==> src/rtl/core/alarm_beep_cadence_sequencer_macros.svh <==
// Assertion macros used by the sequencer core RTL.
`ifndef ALARM_BEEP_CADENCE_SEQUENCER_MACROS_SVH
`define ALARM_BEEP_CADENCE_SEQUENCER_MACROS_SVH

// Same-cycle implication under synchronous reset.
`define ABCS_ASSERT_IMP(label, clk, rst, ante, cons, msg) \
   label: assert property (@(posedge clk) disable iff (rst) (ante) |-> (cons)) \
      else $error(msg);

// Next-cycle implication under synchronous reset.
`define ABCS_ASSERT_NXT(label, clk, rst, ante, cons, msg) \
   label: assert property (@(posedge clk) disable iff (rst) (ante) |=> (cons)) \
      else $error(msg);

`endif

==> src/rtl/core/abcs_pkg.sv <==
package abcs_pkg;

   localparam int PATTERN_STEPS = 8;
   localparam int STEP_W        = $clog2(PATTERN_STEPS);
   localparam int CSR_ADDR_W    = 5;
   localparam int REG_IDX_W     = CSR_ADDR_W - 2;

   localparam logic [1:0] KIND_TICK  = 2'd0;
   localparam logic [1:0] KIND_START = 2'd1;
   localparam logic [1:0] KIND_STOP  = 2'd2;

   localparam logic [REG_IDX_W-1:0] REG_SHORT_ON    = 3'd0;
   localparam logic [REG_IDX_W-1:0] REG_SHORT_OFF   = 3'd1;
   localparam logic [REG_IDX_W-1:0] REG_LONG_ON     = 3'd2;
   localparam logic [REG_IDX_W-1:0] REG_LONG_OFF    = 3'd3;
   localparam logic [REG_IDX_W-1:0] REG_TONE_PERIOD = 3'd4;

   localparam logic [15:0] RST_SHORT_ON    = 16'd120;
   localparam logic [15:0] RST_SHORT_OFF   = 16'd90;
   localparam logic [15:0] RST_LONG_ON     = 16'd320;
   localparam logic [15:0] RST_LONG_OFF    = 16'd450;
   localparam logic [15:0] RST_TONE_PERIOD = 16'd4000;
   localparam logic [15:0] MIN_PERIOD      = 16'd2;

   typedef struct packed {
      logic [15:0] short_on_ms;
      logic [15:0] short_off_ms;
      logic [15:0] long_on_ms;
      logic [15:0] long_off_ms;
      logic [15:0] tone_period;
   } cfg_type;

   typedef struct packed {
      logic [1:0]  kind;
      logic [31:0] now_ms;
   } item_type;

   typedef struct packed {
      logic        tone_on;
      logic        alarm_on;
      logic [2:0]  step_index;
      logic [15:0] reload_value;
      logic [14:0] compare_value;
   } res_type;

   function automatic logic [15:0] step_duration(input logic [STEP_W-1:0] s,
                                                 input cfg_type c);
      logic [15:0] d;
      if (s == STEP_W'(PATTERN_STEPS - 1)) begin
         d = c.long_off_ms;
      end else if (s == STEP_W'(PATTERN_STEPS - 2)) begin
         d = c.long_on_ms;
      end else if (s[0] == 1'b0) begin
         d = c.short_on_ms;
      end else begin
         d = c.short_off_ms;
      end
      return d;
   endfunction

endpackage

==> src/rtl/core/abcs_csr.sv <==
module abcs_csr (
   input  logic                             clock,
   input  logic                             reset,
   input  logic                             csr_psel,
   input  logic                             csr_penable,
   input  logic                             csr_pwrite,
   input  logic [abcs_pkg::CSR_ADDR_W-1:0]  csr_paddr,
   input  logic [31:0]                      csr_pwdata,
   output logic [31:0]                      csr_prdata,
   output logic                             csr_pready,
   output abcs_pkg::cfg_type                cfg
);
   import abcs_pkg::*;

   cfg_type               cfg_ff;
   cfg_type               cfg_in;
   logic                  wr_en;
   logic [REG_IDX_W-1:0]  idx;

   assign csr_pready = 1'b1;
   assign idx        = csr_paddr[CSR_ADDR_W-1:2];
   assign wr_en      = csr_psel & csr_penable & csr_pwrite & csr_pready;

   always_comb begin
      cfg_in = cfg_ff;
      if (wr_en) begin
         unique case (idx)
            REG_SHORT_ON:    cfg_in.short_on_ms  = csr_pwdata[15:0];
            REG_SHORT_OFF:   cfg_in.short_off_ms = csr_pwdata[15:0];
            REG_LONG_ON:     cfg_in.long_on_ms   = csr_pwdata[15:0];
            REG_LONG_OFF:    cfg_in.long_off_ms  = csr_pwdata[15:0];
            REG_TONE_PERIOD: cfg_in.tone_period  = csr_pwdata[15:0];
            default: ;
         endcase
      end
   end

   always_comb begin
      unique case (idx)
         REG_SHORT_ON:    csr_prdata = {16'd0, cfg_ff.short_on_ms};
         REG_SHORT_OFF:   csr_prdata = {16'd0, cfg_ff.short_off_ms};
         REG_LONG_ON:     csr_prdata = {16'd0, cfg_ff.long_on_ms};
         REG_LONG_OFF:    csr_prdata = {16'd0, cfg_ff.long_off_ms};
         REG_TONE_PERIOD: csr_prdata = {16'd0, cfg_ff.tone_period};
         default:         csr_prdata = 32'd0;
      endcase
   end

   always_ff @(posedge clock) begin
      if (reset) begin
         cfg_ff.short_on_ms  <= RST_SHORT_ON;
         cfg_ff.short_off_ms <= RST_SHORT_OFF;
         cfg_ff.long_on_ms   <= RST_LONG_ON;
         cfg_ff.long_off_ms  <= RST_LONG_OFF;
         cfg_ff.tone_period  <= RST_TONE_PERIOD;
      end else begin
         cfg_ff <= cfg_in;
      end
   end

   assign cfg = cfg_ff;

endmodule

==> src/rtl/core/abcs_core.sv <==
`include "alarm_beep_cadence_sequencer_macros.svh"

module abcs_core (
   input  logic               clock,
   input  logic               reset,
   input  abcs_pkg::cfg_type  cfg,
   input  abcs_pkg::item_type item,
   input  logic               item_fire,
   output abcs_pkg::res_type  res
);
   import abcs_pkg::*;

   logic              active_ff;
   logic              active_in;
   logic [STEP_W-1:0] step_ff;
   logic [STEP_W-1:0] step_in;
   logic [STEP_W-1:0] step_next;
   logic [31:0]       deadline_ff;
   logic [31:0]       deadline_in;
   logic [31:0]       diff;
   logic              reached;
   logic [15:0]       period;
   logic [STEP_W+2:0] step_ext;

   assign diff      = item.now_ms - deadline_ff;
   assign reached   = ~diff[31];
   assign step_next = (step_ff == STEP_W'(PATTERN_STEPS - 1)) ? '0 : step_ff + STEP_W'(1);

   always_comb begin
      active_in   = active_ff;
      step_in     = step_ff;
      deadline_in = deadline_ff;
      case (item.kind)
         KIND_START: begin
            active_in   = 1'b1;
            step_in     = '0;
            deadline_in = item.now_ms + {16'd0, step_duration('0, cfg)};
         end
         KIND_STOP: begin
            active_in = 1'b0;
         end
         KIND_TICK: begin
            if (active_ff && reached) begin
               step_in     = step_next;
               deadline_in = item.now_ms + {16'd0, step_duration(step_next, cfg)};
            end
         end
         default: ;
      endcase
   end

   always_ff @(posedge clock) begin
      if (reset) begin
         active_ff   <= 1'b0;
         step_ff     <= '0;
         deadline_ff <= 32'd0;
      end else if (item_fire) begin
         active_ff   <= active_in;
         step_ff     <= step_in;
         deadline_ff <= deadline_in;
      end
   end

   assign period   = (cfg.tone_period < MIN_PERIOD) ? MIN_PERIOD : cfg.tone_period;
   assign step_ext = {3'd0, step_in};

   assign res.tone_on       = active_in & ~step_in[0];
   assign res.alarm_on      = active_in;
   assign res.step_index    = step_ext[2:0];
   assign res.reload_value  = period - 16'd1;
   assign res.compare_value = period[15:1];

   `ABCS_ASSERT_NXT(a_start_rewinds, clock, reset, item_fire && item.kind == KIND_START,
      active_ff && step_ff == '0, "start did not rewind the cadence")
   `ABCS_ASSERT_NXT(a_stop_keeps_step, clock, reset, item_fire && item.kind == KIND_STOP,
      !active_ff && step_ff == $past(step_ff), "stop changed the step or kept active")
   `ABCS_ASSERT_NXT(a_idle_holds, clock, reset, !item_fire,
      $stable(step_ff) && $stable(deadline_ff) && $stable(active_ff), "state moved without a word")
   `ABCS_ASSERT_IMP(a_step_range, clock, reset, 1'b1,
      step_ff <= STEP_W'(PATTERN_STEPS - 1), "cadence step out of range")

endmodule

==> src/rtl/core/alarm_beep_cadence_sequencer.sv <==
// A request word accepted into the input register yields its response word from the result register.
// Throughput: one word per cycle unless rsp_tready stalls; one input and one result register.
// The cadence state updates as a word moves from the input register into the result register.
// Reset (synchronous, active high) empties both registers, clears the cadence state
// and loads the register defaults; no clearing pass is needed.
module alarm_beep_cadence_sequencer (
   input  logic                             clock,
   input  logic                             reset,
   input  logic                             req_tvalid,
   output logic                             req_tready,
   input  logic [31:0]                      req_tdata,   // now_ms
   input  logic [1:0]                       req_tuser,   // kind
   output logic                             rsp_tvalid,
   input  logic                             rsp_tready,
   // tone_on, alarm_on, step_index[2:0], reload_value[15:0], compare_value[14:0], pad
   output logic [39:0]                      rsp_tdata,
   input  logic                             csr_psel,
   input  logic                             csr_penable,
   input  logic                             csr_pwrite,
   input  logic [abcs_pkg::CSR_ADDR_W-1:0]  csr_paddr,
   input  logic [31:0]                      csr_pwdata,
   output logic [31:0]                      csr_prdata,
   output logic                             csr_pready
);
   import abcs_pkg::*;

   cfg_type  cfg;
   item_type in_item_ff;
   logic     in_valid_ff;
   res_type  res;
   res_type  out_res_ff;
   logic     out_valid_ff;
   logic     adv;

   abcs_csr u_csr (
      .clock       (clock),
      .reset       (reset),
      .csr_psel    (csr_psel),
      .csr_penable (csr_penable),
      .csr_pwrite  (csr_pwrite),
      .csr_paddr   (csr_paddr),
      .csr_pwdata  (csr_pwdata),
      .csr_prdata  (csr_prdata),
      .csr_pready  (csr_pready),
      .cfg         (cfg)
   );

   abcs_core u_core (
      .clock     (clock),
      .reset     (reset),
      .cfg       (cfg),
      .item      (in_item_ff),
      .item_fire (adv),
      .res       (res)
   );

   assign adv        = in_valid_ff & (~out_valid_ff | rsp_tready);
   assign req_tready = ~in_valid_ff | adv;

   always_ff @(posedge clock) begin
      if (reset) begin
         in_valid_ff  <= 1'b0;
         out_valid_ff <= 1'b0;
      end else begin
         if (req_tready) begin
            in_valid_ff <= req_tvalid;
         end
         if (adv) begin
            out_valid_ff <= 1'b1;
         end else if (rsp_tready) begin
            out_valid_ff <= 1'b0;
         end
      end
   end

   always_ff @(posedge clock) begin
      if (req_tready && req_tvalid) begin
         in_item_ff.kind   <= req_tuser;
         in_item_ff.now_ms <= req_tdata;
      end
      if (adv) begin
         out_res_ff <= res;
      end
   end

   assign rsp_tvalid = out_valid_ff;
   assign rsp_tdata  = {4'd0, out_res_ff.compare_value, out_res_ff.reload_value,
                        out_res_ff.step_index, out_res_ff.alarm_on, out_res_ff.tone_on};

endmodule
==> config.mk <==
export PLATFORM = sky130hd
export DESIGN_NAME = alarm_beep_cadence_sequencer
export DESIGN_NICKNAME = d
export VERILOG_FILES = /design/src/rtl/core/abcs_pkg.sv /design/src/rtl/core/abcs_csr.sv /design/src/rtl/core/abcs_core.sv /design/src/rtl/core/alarm_beep_cadence_sequencer.sv
export VERILOG_INCLUDE_DIRS = /design/src /design/src/rtl/core
export SDC_FILE = /design/constraint.sdc
export NUM_CORES = 1
export LEC_CHECK = 0
export BUFFER_PORTS_ARGS = -buffer_cell sky130_fd_sc_hd__clkbuf_2
export CORE_UTILIZATION = 45
export CTS_CLUSTER_DIAMETER = 50
export DETAILED_ROUTE_END_ITERATION = 6
export PLACE_DENSITY = 0.71
export SYNTH_ARGS = -nofsm -noshare
export SYNTH_HDL_FRONTEND = slang
export SYNTH_SLANG_ARGS = --single-unit
==> constraint.sdc <==
create_clock -name clock -period 10.5 [get_ports clock]
set_input_delay 2.1 -clock clock [delete_from_list [all_inputs] [get_ports clock]]
set_output_delay 2.1 -clock clock [all_outputs]
set_load 0.02 [all_outputs]
; Yosys cells after proc, flatten, opt, wreduce, memory -nomap -nowiden
; Index checks and enable logic that the tools add are counted.
[word_totals]
reg_bits = 188
latchBits = 0
ram_bits = 0
romBits = 0
input_bits = 78
output_inout_bits = 75
elab_cells = 71
memories = 0
[op_classes]
addsub = 5
mul = 0
div_mod_pow = 0
n_lt_le_gt_ge = 1
n_eq_ne = 10
shifts = 0
mux = 16
bitwise_logic = 10
reduce_logical = 12
[op_table]
columns = cell, n
row1 = 16-bit 2-to-1 mux, 7
row2 = 16-bit one-hot mux with 5 select lines, 1
row3 = 32-bit by 16-bit adder with 32-bit output, 2
row4 = 32-bit one-hot mux with 2 select lines, 1
row5 = 32-bit 2-to-1 mux, 1
row6 = 32-bit subtractor, 1
row7 = 16-bit by 2-bit < comparator with 1-bit output (second input constant), 1
row8 = 16-bit by 1-bit subtractor with 16-bit output (second input constant), 1
row9 = 3-bit == test (second input constant), 4
row10 = 2-bit AND reduction, 5
row11 = 3-bit by 2-bit == test with 1-bit output (second input constant), 2
row12 = 3-bit 2-to-1 mux, 2
row13 = 3-bit one-hot mux with 2 select lines, 1
row14 = 1-bit bitwise AND, 4
row15 = 1-bit inverter, 4
row16 = 2-bit nonzero test, 2
row17 = 3-bit by 1-bit adder with 3-bit output (second input constant), 1
row18 = 3-bit by 1-bit == test with 1-bit output (second input constant), 1
row19 = 3-bit logical NOT, 1
row20 = 3-bit AND reduction, 1
row21 = 2-bit by 1-bit == test with 1-bit output (second input constant), 1
row22 = 2-bit == test (second input constant), 1
row23 = 1-bit logical AND, 2
row24 = 2-bit logical NOT, 1
row25 = other kinds (4), 6

; Depth between registers and ports, before layout
; Gate-level depths: netlist (run 1).
[logic_depth]
word_depth = 10
mapped_depth = 19
depth_no_buf = 18

; Cells and area by module
; Synthesis (run 1) repeated with hierarchy kept, for this count alone.
[hier_totals]
cells_unflattened = 1089
area_unflattened_um2 = 10511.3
[modules_own_cells]
columns = module, n_inst, cells_each, area_each_um2, seq_area_each_um2
row1 = abcs_core, 1, 606, 4326.6, 720.7
row2 = abcs_csr, 1, 398, 3945.0, 1601.5
row3 = alarm_beep_cadence_sequencer, 1, 85, 2239.6, 2142.1

; Least setup slack after synthesis (run 1)
; OpenSTA, ideal clock, no wires.
[synth_path]
kind = input port to output port
start = input csr_paddr[2] (netlist bit)
end = output csr_prdata[0]
t_arrival_ns = 3.542
required_time_ns = 8.400
setup_slack_ns = 4.858
path_stages = 6
n_path_buf = 3
path_cell_list = clkbuf_1 > clkbuf_1 > nor2b_1 > clkbuf_1 > a22oi_1 > o22ai_1
[synth_between]
elab_chain_len = 2
elab_cells_between_ends = 6
cone_classes = eq/ne (4) / mux (1) / reduce/logical (1)
[synth_lines]
columns = item, line_no
row1 = from (decl), alarm_beep_cadence_sequencer.sv:20  ; input logic [abcs_pkg::CSR_ADDR_W-1:0] csr_paddr,
row2 = "3-bit == test, or another cell as far along", abcs_csr.sv:39  ; unique case (idx)
row3 = 16-bit one-hot mux with 5 select lines (*), abcs_csr.sv:39
row4 = to (decl), alarm_beep_cadence_sequencer.sv:22  ; output logic [31:0] csr_prdata,
; Every way passes the cells marked *; elsewhere a longest branch is shown, timed or not.

; Worst setup path in the final report (run 1)
[layout_path]
start = input csr_paddr[3] (netlist bit)
end = output csr_prdata[15]
; Same word-level chain as after synthesis.

==> results of run 1 <==
## power groups by stage
stage | registers (mW) | logic, mW | clock network (mW)
global route | 0.791 | 0.198 | 0.692
detailed placement | 0.805 | 0.175 | 0
CTS | 0.788 | 0.177 | 0.665
floorplan | 0.806 | 0.126 | 0
global placement | 0.805 | 0.172 | 0
finish | 0.789 | 0.177 | 0.652
## layout make-up
cell class | count | area share
clock buffer | 17 | 0.0377
multi-input combinational | 835 | 0.447
sequential | 188 | 0.396
tap | 280 | 0.0311
inverter | 48 | 0.0160
clock inverter | 15 | 0.0154
timing repair buffer | 124 | 0.0575
## per-stage QoR
| step | std cells | setup WS [ps] |
|---|---|---|
| global route | 1507 | 4070 |
| finish | 1507 | 4150 |
| floorplan | 1175 | 4860 |
| CTS | 1507 | 4220 |
| detailed placement | 1475 | 4210 |
| global placement | 1475 | 4230 |
## sequential cells by signal (all words and copies together) (netlist names)
name,flops
u_core.active_ff,1
in_valid_ff,1
u_core.deadline_ff,32
rsp_tdata,36
rsp_tvalid,1
in_item_ff,34
u_core.step_ff,3
u_csr.cfg,80
## synth_stat cells, types with 12 or more instances
cell,instances,area share
nand2_1,207,0.077
a21oi_1,134,0.067
dfxtp_1,118,0.23
clkbuf_1,76,0.028
edfxtp_1,70,0.21
nor2_1,69,0.026
ha_1,53,0.066
inv_1,47,0.018
nand3_1,46,0.023
o21ai_0,39,0.019
a22oi_1,30,0.022
xnor2_1,26,0.023
buf_4,21,0.016
a311oi_1,16,0.014
mux2_2,15,0.017
o22ai_1,15,0.0093
o31ai_1,15,0.011
xor2_1,14,0.012
nor3_1,12,0.0060
## kinds of logic (layout without fill, tap and decap cells)
group           after synthesis  count (layout)  share of synthesized area
compound gates              312             312                      0.195
xor+xnor                     40              40                     0.0348
fa+ha+maj                    54              54                     0.0678
buf+inv                     152             204                     0.0670
flops                       188             188                      0.443
mux                          18              18                     0.0210
other cells                   2              21                   0.000745
simple gates                390             390                      0.171
## tightest hold or removal path, cell delays in order (launching register included)
cell	delay, ps
dfxtp_1	310
nand3_1	60
a21oi_1	50
## metal layers
layer | track usage | up-vias
li1 | - | 4175
met1 | 0.305 | 3918
met2 | 0.358 | 305
met3 | 0.0377 | 24
met4 | 0.0639 | 0
met5 | 0 | -
## worst min-delay path by stage
stage          slack, ps                                 from                             endpoint
3_5_place_dp         450   u_core.deadline_ff[0]$_SDFFE_PP0P_   u_core.deadline_ff[0]$_SDFFE_PP0P_
3_3_place_gp         450   u_core.deadline_ff[0]$_SDFFE_PP0P_   u_core.deadline_ff[0]$_SDFFE_PP0P_
6_report             460   u_core.deadline_ff[2]$_SDFFE_PP0P_   u_core.deadline_ff[2]$_SDFFE_PP0P_
2_1_floorplan        440   u_core.deadline_ff[0]$_SDFFE_PP0P_   u_core.deadline_ff[0]$_SDFFE_PP0P_
5_1_grt              490  u_core.deadline_ff[10]$_SDFFE_PP0P_  u_core.deadline_ff[10]$_SDFFE_PP0P_
4_1_cts              470   u_core.deadline_ff[0]$_SDFFE_PP0P_   u_core.deadline_ff[0]$_SDFFE_PP0P_
==> results.yml, run 1 <==
outcome:
  status: "finished clean"
timing:
  hold_viol: 0
  slew_headroom: 0.186
  setup_viol: 0
  layout_min_cycle_time_ps: 6350
  whs_ps: 464
  worst_pin_slew_ps: 1220
  fin_crit_sh: 0.605
  fin_skew_ps: 9.07
  rsz0062_at_grt: "false"
  fin_setup_tns_ps: 0
  timing.fmax_mhz: 157
  slew_violations: 0
clock_tree:
  cts_resized: 0
  cts_num_sinks: 188
  post_cts_buffers: 0
  path_clk_slew_ps: 70
  root_buffer: "clkbuf_16"
  cts-hold-fix-buffers: 0
  clk_path_buf_depth: 2
  cts_tree: "done"
  cts_htree_levels: 4
  numCtsBuffers: 17
  insertion_delay_ps: 430
power:
  power_density_mw_per_mm2: 143
  p_comb_frac: 0.110
  ir_worst_vdd_v: 0.000111
  p_int_mw: 1.18
  power_mw: 1.62
  netSwitchingFraction: 0.271
  pwr-share-seq: 0.488
  power.switching_mw: 0.438
  clkPwrFrac: 0.403
  p_leak_nw: 4.29
logic_synthesis:
  synth_cells: 1156
  synth_edf_count: 70
  synth_flop_cell: "dfxtp_1"
  synthDistinctLibCells: 68
  syn_area_mm2: 0.0101
  async_flop_share: 0
  synth-warning-count: 0
  syn_avg_cell_area_um2: 8.72
  ys_ff_latch: 188
  ys_seq_area_frac: 0.443
worst_setup_path:
  critPathMaxStageDelay_ps: 760
  worst_setup_path_start_kind: "primary input"
  critPathMaxFanout: 38
  setup.worst_path.class: "primary input to output pin"
  worstRegToRegCells: 18
  r2r-end: "u_core.deadline_ff[22]$_SDFFE_PP0P_"
  worstSetupEndpoint: "csr_prdata[15]"
  worstReg2RegStart: "u_core.step_ff[0]$_SDFFE_PP0P_"
  cp.depth: 6
  path_buf_inv: 3
  cp_cell_sequence: "clkbuf_2, nor2_1, buf_4, a22oi_1, o22ai_1, clkbuf_2"
  critPathCaptureType: "output pin"
  cp.required_ps: 8400
  slowest_stage: "nor2_1"
  worst-r2r-setup-slack_ps: 4780
  cpMostUsedCell: "clkbuf_2"
  cp.arrival_ps: 4250
  setup.worst_path.start: "csr_paddr[3]"
  path_delay_family: "buffers and inverters"
detailed_routing:
  wl_met2_um: 11600
  via_per_inst: 5.59
  drt_pre_antenna_iters: 5
  via_count: 8422
  wl_met1_um: 11400
  postRouteWirelength_um: 25000
  met3_length_um: 1600
  drt-initial-drc-count: 718
  wl_per_cell_um: 16.6
  routed.top_layer: "met4"
  ant_nets: 0
  drc: 0
die:
  die_w_um: 152
  rows: 54
  start_util: 0.460
  core_mm2: 0.0219
  die-area_mm2: 0.0230
  die_h_um: 152
  io_pins: 153
global_routing:
  grt_max_degree: 89
  grt_pass1_vias: 7647
  antenna_found_initial: 0
  track_usage: 0.222
  grt_first_pass_wirelength_um: 39700
  gr-total-overflow: 0
finish:
  regArea_mm2: 0.00446
  layout_common_cells: "nand2_1, a21oi_1, dfxtp_1, clkbuf_2, edfxtp_1"
  postLayoutCellArea_mm2: 0.0113
  multi_input_area_mm2: 0.00504
  final_nets: 1346
  n_fill_cell: 2037
  n_antenna_cell: 0
  mostFrequentLayoutCell: "nand2_1"
  drive_gt1_frac: 0.152
  utilization: 0.515
  area_growth_pct: 11.9
place:
  finalWeightedCongestion: 0.872
  port_buffers: 113
  dpl_cell_area_mm2: 0.0107
  dp_hpwl_um: 17300
min_path:
  hold_path_depth: 2
  min_path_type: "flop to flop"
run:
  max_cap_viol_count: 0
Power figures use the tool's default switching activity.
==> inputs of run 2 (changes only) <==
Clock period 10.5 ns to 6.1 ns, I/O delays scaled along.
==> run 2 against run 1 <==
Effect of this change:
- clock skew grew 5.7 ps
- combinational power grew 75%
- clock-buffer cell count is the same
- utilization grew 0.25 points
- largest power group unchanged
==> results.yml, run 2 (synthesis gave the netlist of run 1 again) <==
worst_setup_path:
  path_buf_inv: 2
  critPathCaptureType: "flop"
  critPathMaxFanout: 17
  cp.arrival_ps: 5200
  cp.required_ps: 6400
  slowest_stage: "a2111o_1"
  setup.worst_path.class: "flop to flop"
  cp_cell_sequence: "ha_1, ha_1, nor2_1, buf_4, nand2_1, a311oi_1, a21oi_1, a21oi_1, inv_1, fa_1, nor2b_1, o31ai_1, a2111o_1, o211ai_1, a21oi_2, nor4b_1, xnor2_1, a21oi_1"
  setup.worst_path.start: "u_core.step_ff[1]$_SDFFE_PP0P_"
  critPathMaxStageDelay_ps: 450
  worst_setup_path_start_kind: "flop"
  worstReg2RegStart: "u_core.step_ff[1]$_SDFFE_PP0P_"
  cpMostUsedCell: "a21oi_1"
  path_delay_family: "compound AO/OA/AOI/OAI gates"
power:
  p_leak_nw: 4.31
  power_mw: 2.82
  p_comb_frac: 0.110
  power.switching_mw: 0.809
  ir_worst_vdd_v: 0.000177
  power_density_mw_per_mm2: 249
  netSwitchingFraction: 0.287
  p_int_mw: 2.01
  pwr-share-seq: 0.481
  clkPwrFrac: 0.409
global_routing:
  grt_pass1_vias: 7827
  grt_first_pass_wirelength_um: 40300
  track_usage: 0.227
  antenna_found_initial: 0
  gr-total-overflow: 0
  grt_max_degree: 89
finish:
  drive_gt1_frac: 0.154
  layout_common_cells: "nand2_1, a21oi_1, dfxtp_1, clkbuf_2, edfxtp_1"
  mostFrequentLayoutCell: "nand2_1"
  utilization: 0.518
  final_nets: 1350
  largest_register_ffs: 80
  n_fill_cell: 2021
  area_growth_pct: 12.5
  n_antenna_cell: 0
place:
  finalWeightedCongestion: 0.890
  dp_hpwl_um: 17400
  port_buffers: 113
clock_tree:
  cts_tree: "done"
  clk_path_buf_depth: 2
  path_clk_slew_ps: 80
  numCtsBuffers: 17
  insertion_delay_ps: 450
  cts_num_sinks: 188
  root_buffer: "clkbuf_16"
  cts_resized: 0
  cts_htree_levels: 4
  cts-hold-fix-buffers: 0
  post_cts_buffers: 0
timing:
  hold_viol: 0
  fin_crit_sh: 0.804
  setup_viol: 0
  slew_headroom: 0.210
  rsz0062_at_grt: "false"
  timing.fmax_mhz: 204
  fin_setup_tns_ps: 0
  layout_min_cycle_time_ps: 4900
  worst_pin_slew_ps: 1180
  fin_skew_ps: 14.8
  whs_ps: 462
  slew_violations: 0
detailed_routing:
  drt_pre_antenna_iters: 7
  via_per_inst: 5.70
  via_count: 8616
  drc: 0
  wl_per_cell_um: 16.8
  ant_nets: 0
  drt-initial-drc-count: 820
  postRouteWirelength_um: 25400
run:
  max_cap_viol_count: 0
outcome:
  status: "finished clean"
die:
  start_util: 0.460
  rows: 54
  die-area_mm2: 0.0230
  die_w_um: 152
  core_mm2: 0.0219
  io_pins: 153
  die_h_um: 152
min_path:
  min-delay-start: "u_core.deadline_ff[0]$_SDFFE_PP0P_"
  min_path_type: "flop to flop"
run 2: cell count changes in the layout (fill, tap and decap cells not counted):
cell	previous run	this run
inv_6	5	2
bufinv_16	1	0
buf_4	11	15
inv_12	0	2
clkinv_4	3	1
clkinv_8	2	6
run 2: cell type report:
cell class              count  area (um2)  share of cell area
multi-input cells         835        5040               0.444
well taps                 280         350              0.0309
repair buffers            128         678              0.0598
inverters                  48         180              0.0159
flip-flops and latches    188        4460               0.394
clock buffers              17         425              0.0375
clock inverters            15         198              0.0174
run 2: worst reg2reg max path, stage by stage, from the launching register on:
cell and delay, ps:
dfxtp_1 340, ha_1 190, ha_1 400, nor2_1 450, buf_4 280, nand2_1 80, a311oi_1 270, a21oi_1 70
a21oi_1 310, inv_1 100, fa_1 440, nor2b_1 170, o31ai_1 150, a2111o_1 450, o211ai_1 230, a21oi_2 180
nor4b_1 380, xnor2_1 170, a21oi_1 80
run 2: final timing paths:
| kind | endpoint | depth (start not counted) | slack [ps] |
|---|---|---|---|
| max | u_core.deadline_ff[22]$_SDFFE_PP0P_ | 18 | 1200 |
| min | u_core.deadline_ff[0]$_SDFFE_PP0P_ | 2 | 460 |
| max reg2reg | u_core.deadline_ff[22]$_SDFFE_PP0P_ | 18 | 1200 |
| min reg2reg | u_core.deadline_ff[0]$_SDFFE_PP0P_ | 2 | 460 |
run 2: stage by stage:
stage	std cells	setup WS (ps)	cell area [um2]
after floorplan	1175	2070	10100
after global placement	1479	1300	10700
after detailed placement	1479	1280	10700
after CTS	1511	1260	11300
after global routing	1511	864	11300
final	1511	1200	11300
run 2: metal layers:
| layer | GRT usage | share of wire | vias to the layer above |
|---|---|---|---|
| met5 | 0 | 0 | - |
| met4 | 0.0663 | 0.014 | 0 |
| met3 | 0.0410 | 0.069 | 31 |
| met2 | 0.370 | 0.47 | 349 |
| met1 | 0.305 | 0.45 | 4050 |
| li1 | - | - | 4186 |
run 2: power by group through the flow:
stage | registers [mW] | logic [mW] | clock network [mW]
CTS | 1.36 | 0.307 | 1.17
global route | 1.36 | 0.343 | 1.21
global placement | 1.38 | 0.300 | 0
finish | 1.36 | 0.309 | 1.15
detailed placement | 1.39 | 0.304 | 0
floorplan | 1.39 | 0.217 | 0
